File: src/srde_pkg.sv
// srde_pkg: constants, widths and helpers for the signed radix digit emitter
// used by signed_radix_digit_emitter_core and srde_checker; no dependencies
`default_nettype none

package srde_pkg;

   localparam int MAX_SYMBOLS = 16;
   localparam int VALUE_WIDTH = 32;

   // divider retires this many dividend bits per cycle
   localparam int STEP_BITS = 8;
   localparam int DIV_CYCLES = (VALUE_WIDTH + STEP_BITS - 1) / STEP_BITS;
   localparam int DIV_WIDTH = DIV_CYCLES * STEP_BITS;
   localparam int DIV_CNT_WIDTH = $clog2(DIV_CYCLES + 1);

   // radix 2 needs VALUE_WIDTH digits for the most negative value
   localparam int DIGIT_DEPTH = VALUE_WIDTH;
   localparam int DIGIT_IDX_WIDTH = $clog2(DIGIT_DEPTH);
   localparam int DIGIT_CNT_WIDTH = $clog2(DIGIT_DEPTH + 1);

   localparam int SYM_IDX_WIDTH = 4;
   localparam int RADIX_WIDTH = 5;
   localparam int CSR_INDEX_WIDTH = 2;

   localparam logic [CSR_INDEX_WIDTH-1:0] CSR_BASE_LENGTH = 2'd0;
   localparam logic [CSR_INDEX_WIDTH-1:0] CSR_ALPHABET_LOW = 2'd1;
   localparam logic [CSR_INDEX_WIDTH-1:0] CSR_ALPHABET_HIGH = 2'd2;

   localparam logic [RADIX_WIDTH-1:0] BASE_LENGTH_RESET = 5'd10;
   localparam logic [63:0] ALPHABET_LOW_RESET = 64'h3736_3534_3332_3130;
   localparam logic [63:0] ALPHABET_HIGH_RESET = 64'h0000_0000_0000_3938;

   localparam logic [7:0] CHAR_PLUS = 8'h2b;
   localparam logic [7:0] CHAR_MINUS = 8'h2d;

   function automatic logic [7:0] symbol_at(input logic [127:0] alphabet,
                                            input logic [SYM_IDX_WIDTH-1:0] idx);
      symbol_at = alphabet[{idx, 3'b000} +: 8];
   endfunction

endpackage

`default_nettype wire

File: src/signed_radix_digit_emitter_core.sv
// signed radix digit emitter: signed integer to text in a configurable base
// alphabet check over the radix symbols, then the 8-bit-per-cycle divider per digit,
// then one character per cycle unless stalled; a radix below 2 or a bad alphabet
// drops the value with no output. one transaction at a time; next value accepted once
// the last character is in the output register. synchronous active-high reset
// restores the decimal alphabet. depends on srde_pkg
`default_nettype none

module signed_radix_digit_emitter_core (
   input  wire logic        clock,
   input  wire logic        reset,
   input  wire logic        req_valid,
   output logic             req_stall,
   input  wire logic signed [31:0] req_value,
   output logic             rsp_valid,
   input  wire logic        rsp_stall,
   output logic [7:0]       rsp_symbol,
   output logic             rsp_last,
   input  wire logic        csr_valid,
   output logic             csr_ready,
   input  wire logic [srde_pkg::CSR_INDEX_WIDTH-1:0] csr_index,
   input  wire logic [63:0] csr_data
);

   localparam logic [1:0] ST_IDLE = 2'd0;
   localparam logic [1:0] ST_CHECK = 2'd1;
   localparam logic [1:0] ST_DIVIDE = 2'd2;
   localparam logic [1:0] ST_EMIT = 2'd3;

   localparam int W = srde_pkg::VALUE_WIDTH;
   localparam int RW = srde_pkg::RADIX_WIDTH;
   localparam int SW = srde_pkg::SYM_IDX_WIDTH;
   localparam int DW = srde_pkg::DIV_WIDTH;
   localparam int NB = srde_pkg::STEP_BITS;
   localparam int CW = srde_pkg::DIV_CNT_WIDTH;
   localparam int IW = srde_pkg::DIGIT_IDX_WIDTH;
   localparam int NW = srde_pkg::DIGIT_CNT_WIDTH;
   localparam logic [RW-1:0] MAX_RADIX = RW'(srde_pkg::MAX_SYMBOLS);

   logic [1:0]      state_ff, state_in;
   logic [RW-1:0]   base_length_ff, base_length_in;
   logic [63:0]     alpha_low_ff, alpha_low_in;
   logic [63:0]     alpha_high_ff, alpha_high_in;
   logic            neg_ff, neg_in;
   logic [DW-1:0]   div_ff, div_in;
   logic [SW-1:0]   rem_ff, rem_in;
   logic [CW-1:0]   div_cnt_ff, div_cnt_in;
   logic [SW-1:0]   chk_idx_ff, chk_idx_in;
   logic [NW-1:0]   nd_ff, nd_in;
   logic            sign_pend_ff, sign_pend_in;
   logic            rsp_valid_ff, rsp_valid_in;
   logic [7:0]      rsp_symbol_ff, rsp_symbol_in;
   logic            rsp_last_ff, rsp_last_in;
   logic [SW-1:0]   digit_mem [srde_pkg::DIGIT_DEPTH];
   logic [SW-1:0]   digit_rd_ff;

   logic [127:0]    alphabet;
   logic [RW-1:0]   radix;
   logic [W-1:0]    value_low;
   logic [W-1:0]    magnitude;
   logic            sym_bad;
   logic [7:0]      sym_i;
   logic [SW:0]     trial;
   logic [SW-1:0]   rem_step;
   logic [NB-1:0]   quot_bits;
   logic [DW-1:0]   div_next;
   logic            div_last;
   logic            digit_wr;
   logic [IW-1:0]   rd_idx;
   logic            out_free;

   assign alphabet = {alpha_high_ff, alpha_low_ff};
   assign radix = (base_length_ff > MAX_RADIX) ? MAX_RADIX : base_length_ff;
   assign value_low = req_value[W-1:0];
   assign magnitude = value_low[W-1] ? (~value_low + W'(1)) : value_low;
   assign out_free = !rsp_valid_ff || !rsp_stall;
   assign rd_idx = IW'(nd_in - NW'(1));
   assign div_last = (div_cnt_ff == CW'(srde_pkg::DIV_CYCLES - 1));

   assign req_stall = (state_ff != ST_IDLE);
   assign csr_ready = 1'b1;
   assign rsp_valid = rsp_valid_ff;
   assign rsp_symbol = rsp_symbol_ff;
   assign rsp_last = rsp_last_ff;

   // alphabet check for symbol chk_idx against signs and all later used symbols
   always_comb begin
      sym_i = srde_pkg::symbol_at(alphabet, chk_idx_ff);
      sym_bad = (sym_i == srde_pkg::CHAR_PLUS) || (sym_i == srde_pkg::CHAR_MINUS);
      for (int j = 0; j < srde_pkg::MAX_SYMBOLS; j++) begin
         if ((SW'(j) > chk_idx_ff) && (RW'(j) < radix) &&
             (srde_pkg::symbol_at(alphabet, SW'(j)) == sym_i)) begin
            sym_bad = 1'b1;
         end
      end
   end

   // restoring divider slice, NB quotient bits per cycle
   always_comb begin
      rem_step = rem_ff;
      quot_bits = '0;
      trial = '0;
      for (int k = 0; k < NB; k++) begin
         trial = {rem_step, div_ff[DW-1-k]};
         if (trial >= radix) begin
            trial = trial - radix;
            quot_bits[NB-1-k] = 1'b1;
         end
         rem_step = trial[SW-1:0];
      end
      div_next = (div_ff << NB) | DW'(quot_bits);
   end

   always_comb begin
      state_in = state_ff;
      base_length_in = base_length_ff;
      alpha_low_in = alpha_low_ff;
      alpha_high_in = alpha_high_ff;
      neg_in = neg_ff;
      div_in = div_ff;
      rem_in = rem_ff;
      div_cnt_in = div_cnt_ff;
      chk_idx_in = chk_idx_ff;
      nd_in = nd_ff;
      sign_pend_in = sign_pend_ff;
      rsp_valid_in = rsp_valid_ff;
      rsp_symbol_in = rsp_symbol_ff;
      rsp_last_in = rsp_last_ff;
      digit_wr = 1'b0;

      if (csr_valid && csr_ready) begin
         case (csr_index)
            srde_pkg::CSR_BASE_LENGTH: base_length_in = csr_data[RW-1:0];
            srde_pkg::CSR_ALPHABET_LOW: alpha_low_in = csr_data;
            srde_pkg::CSR_ALPHABET_HIGH: alpha_high_in = csr_data;
            default: ;
         endcase
      end

      if (rsp_valid_ff && !rsp_stall) begin
         rsp_valid_in = 1'b0;
      end

      case (state_ff)
         ST_IDLE: begin
            if (req_valid) begin
               neg_in = value_low[W-1];
               div_in = DW'(magnitude);
               rem_in = '0;
               div_cnt_in = '0;
               chk_idx_in = '0;
               nd_in = '0;
               state_in = ST_CHECK;
            end
         end
         ST_CHECK: begin
            if (radix < RW'(2) || sym_bad) begin
               state_in = ST_IDLE;
            end else if (RW'(chk_idx_ff) == radix - RW'(1)) begin
               state_in = ST_DIVIDE;
            end else begin
               chk_idx_in = chk_idx_ff + SW'(1);
            end
         end
         ST_DIVIDE: begin
            div_in = div_next;
            rem_in = rem_step;
            div_cnt_in = div_cnt_ff + CW'(1);
            if (div_last) begin
               digit_wr = 1'b1;
               nd_in = nd_ff + NW'(1);
               rem_in = '0;
               div_cnt_in = '0;
               if (div_next == '0) begin
                  sign_pend_in = neg_ff;
                  state_in = ST_EMIT;
               end
            end
         end
         ST_EMIT: begin
            if (out_free) begin
               rsp_valid_in = 1'b1;
               if (sign_pend_ff) begin
                  rsp_symbol_in = srde_pkg::CHAR_MINUS;
                  rsp_last_in = 1'b0;
                  sign_pend_in = 1'b0;
               end else begin
                  rsp_symbol_in = srde_pkg::symbol_at(alphabet, digit_rd_ff);
                  rsp_last_in = (nd_ff == NW'(1));
                  nd_in = nd_ff - NW'(1);
                  if (nd_ff == NW'(1)) begin
                     state_in = ST_IDLE;
                  end
               end
            end
         end
         default: state_in = ST_IDLE;
      endcase
   end

   always_ff @(posedge clock) begin
      if (reset) begin
         state_ff <= ST_IDLE;
         base_length_ff <= srde_pkg::BASE_LENGTH_RESET;
         alpha_low_ff <= srde_pkg::ALPHABET_LOW_RESET;
         alpha_high_ff <= srde_pkg::ALPHABET_HIGH_RESET;
         rsp_valid_ff <= 1'b0;
         sign_pend_ff <= 1'b0;
      end else begin
         state_ff <= state_in;
         base_length_ff <= base_length_in;
         alpha_low_ff <= alpha_low_in;
         alpha_high_ff <= alpha_high_in;
         rsp_valid_ff <= rsp_valid_in;
         sign_pend_ff <= sign_pend_in;
      end
   end

   always_ff @(posedge clock) begin
      neg_ff <= neg_in;
      div_ff <= div_in;
      rem_ff <= rem_in;
      div_cnt_ff <= div_cnt_in;
      chk_idx_ff <= chk_idx_in;
      nd_ff <= nd_in;
      rsp_symbol_ff <= rsp_symbol_in;
      rsp_last_ff <= rsp_last_in;
   end

   // digit buffer, least significant digit at index 0
   // read data is the digit due next; the newest digit is passed straight through
   always_ff @(posedge clock) begin
      if (digit_wr) begin
         digit_mem[IW'(nd_ff)] <= rem_step;
         digit_rd_ff <= rem_step;
      end else begin
         digit_rd_ff <= digit_mem[rd_idx];
      end
   end

endmodule

`default_nettype wire

File: config.mk
export PLATFORM = sky130hd
export DESIGN_NAME = signed_radix_digit_emitter_core
export DESIGN_NICKNAME = d
export VERILOG_FILES = /design/src/srde_pkg.sv /design/src/signed_radix_digit_emitter_core.sv
export SDC_FILE = /design/constraint.sdc
export NUM_CORES = 1
export LEC_CHECK = 0
export BUFFER_PORTS_ARGS = -buffer_cell sky130_fd_sc_hd__buf_2
export CORE_MARGIN = 1.5
export CORE_UTILIZATION = 35
export CTS_CLUSTER_SIZE = 10
export DETAILED_ROUTE_END_ITERATION = 8
export GPL_TIMING_DRIVEN = 0
export SYNTH_ARGS = -nofsm -noshare
export SYNTH_HDL_FRONTEND = slang
export SYNTH_SLANG_ARGS = --single-unit
export TNS_END_PERCENT = 50
File: constraint.sdc
create_clock -name clock -period 33.1 [get_ports clock]
set_clock_uncertainty 0.2 [all_clocks]
set_input_delay 1.655 -clock clock [delete_from_list [all_inputs] [get_ports clock]]
set_output_delay 1.655 -clock clock [all_outputs]
set_load 0.03 [all_outputs]
==> summary.txt <==
CTS tree -> done
Outcome -> finished clean
Post-CTS Setup Repair Bufs -> 0
Area growth, synth to finish -> 13.6%
Clock Latency Late Sink -> 610 ps
Sequential area share after synthesis -> 41.7%
Setup TNS -> 0 ps
Drt first pass iters -> 6
Drt wl/cell -> 27.1 um
Initial drt markers -> 1436
Max stage delay on crit path -> 830 ps
Die area -> 59000 um^2
Synthesized net count -> 2199
CTS Buf Count -> 40
NumNets Final -> 2355
Async SR Flop Fraction -> 0%
Post-synth cell types -> 96
Routability Congestion -> 0.993
Via count -> 17092
Commonest non-fill, non-tap cells in the layout -> nand2_1, edfxtp_1, dfxtp_1, a21oi_1, buf_2
I/O pins -> 115
Post-synth top flop -> edfxtp_1
Synthesis Warnings -> 0
Resized cells post-CTS -> 0
Vias per Instance -> 5.76
Total core area -> 56600 um^2
GRT Residual Overflow -> 0
Area post-placement -> 21700 um^2
Initial Utilization -> 35.6%
Crit-path most repeated cell -> a21o_1
Root Driver -> clkbuf_16
CP arrival -> 17000 ps
Synth Cell Area -> 20100 um^2
Initial antenna violation count -> 6
Clock-pin slew of the registers on the worst-case setup and hold paths -> 60 ps
Clock buffer depth -> 3
Hold Violations, Final -> 0
Commonest non-fill, non-tap cell in the layout -> nand2_1
Syn Inst Count -> 2034
FILL cells -> 5619
Seq cells post-synth -> 329
Synth Area per Inst -> 9.91 um^2
IO buf count -> 112
Final setup fails -> 0
Vias in the first global route -> 16868
Max_cap viols -> 0
Crit path max-delay cell type -> nand2_1
Slew HR -> 18.5%
Worst Setup End Kind -> register
Hold-fix buffers at CTS -> 0
FF-to-FF path depth -> 70
Global-route wire length before repair -> 115000 um
Ant diodes -> 0
Worst setup SP type -> register
Largest fanout on the critical path -> 14
H-tree Lvls -> 2
Pin count of the biggest net entering global routing -> 40
Min Clock Period, post-route -> 16740 ps
RSZ-0062 raised after global routing -> false
Hold WC Path Type -> register to register
Max-slew violations -> 0
Chip Height -> 243 um
Inst Count DP -> 2904
Fin area -> 22900 um^2
Row cnt -> 87
Peak Freq -> 0.0597 GHz
Overall global routing resource usage -> 26.8%
Number of flops mapped to enable cells by yosys -> 182
DIE WIDTH -> 243 um
Routed WL -> 80400 um
Final non-filler cell total -> 2967
Clock Sinks -> 329
Slew @ Worst Pin -> 1220 ps
Tcrit/Tclk final -> 50.6%
DRC viols -> 0
ANT nets after route -> 0
Share of layout cells above drive strength 1 -> 14.2%
WHS Path Cells -> 2
WS Path Type -> register to register
Hpwl dp -> 62100 um
Critical Path RT -> 33360 ps
-- path summary, 6_finish.rpt --
check                    start               to  slack [ps]
max reg2reg  base_length_ff[4]     sign_pend_ff       16360
min            alpha_low_ff[7]  alpha_low_ff[7]         290
max          base_length_ff[4]     sign_pend_ff       16360
min reg2reg    alpha_low_ff[7]  alpha_low_ff[7]         290
-- logic make-up (layout without fill, tap and decap cells) --
group | after synthesis | in the layout | share of synthesized area, %
flip-flops | 329 | 329 | 41.7
multiplexers | 176 | 176 | 12.6
other | 1 | 1 | 0.0186
XOR/XNOR | 173 | 173 | 7.52
buffers and inverters | 172 | 349 | 3.96
AO/OA/AOI/OAI | 425 | 425 | 13.7
AND/OR/NAND/NOR | 696 | 696 | 16.3
adder cells (fa/ha/maj) | 62 | 62 | 4.15
-- per-stage QoR --
stage / util, % / hold slack [ps] / setup WS (ps)
6_report: 40.4 / 292 / 16360
5_1_grt: 40.4 / 317 / 14920
4_1_cts: 40.4 / 293 / 16350
3_5_place_dp: 38.3 / 285 / 16420
3_3_place_gp: 38.3 / 273 / 15430
2_1_floorplan: - / 242 / 18650
-- flip-flops by register name, indices dropped and copies added (netlist names), named ones only --
register,flops
alpha_high_ff,64
alpha_low_ff,64
base_length_ff,5
chk_idx_ff,4
digit_mem,128
div_cnt_ff,3
div_ff,32
nd_ff,6
neg_ff,1
rem_ff,4
rsp_last,1
rsp_symbol,8
rsp_valid,1
sign_pend_ff,1
state_ff,1
-- cells in the mapped netlist, types with 27 or more instances --
cell type  count  area share [%]
nand2_1      362             6.7
edfxtp_1     182              27
dfxtp_1      147              15
a21oi_1      146             3.6
xor2_1        87             3.8
xnor2_1       86             3.7
mux2i_1       85             4.2
o21ai_0       82             2.0
nor2_1        81             1.5
clkbuf_1      71             1.3
ha_1          54             3.4
mux4_2        54             6.0
inv_1         45            0.84
nand3b_1      44             1.6
nand3_1       43             1.1
nor2b_1       38             1.2
a211oi_1      30             1.1
mux2_2        27             1.5
-- critical path, delay by kind of cell (launching register included) --
family / cells / cell delay [ps]
adder cells (fa/ha/maj): 8 / 2450
buffers and inverters: 9 / 1700
AO/OA/AOI/OAI: 33 / 7460
flip-flops: 1 / 430
AND/OR/NAND/NOR: 17 / 3370
multiplexers: 3 / 990
-- area by class of cell --
type | count | area, um^2 | area share, %
Multi-Input combinational cell | 1533 | 11000 | 47.9
Sequential cell | 329 | 8410 | 36.7
Clock buffer | 56 | 1080 | 4.72
Tap cell | 756 | 946 | 4.13
Buffer | 124 | 617 | 2.70
Timing Repair Buffer | 114 | 587 | 2.56
Inverter | 48 | 180 | 0.787
Clock inverter | 7 | 100 | 0.437
-- metal layers --
layer / GRT usage (%) / up-vias / share of wire (%)
li1: - / 7729 / -
met1: 34.0 / 8462 / 41
met2: 44.2 / 725 / 47
met3: 4.96 / 164 / 7.1
met4: 12.4 / 12 / 5.0
met5: 0 / - / 0.092
Power is not shown: default switching activity piles up to over one toggle a cycle in this logic, so the estimate is an artifact.
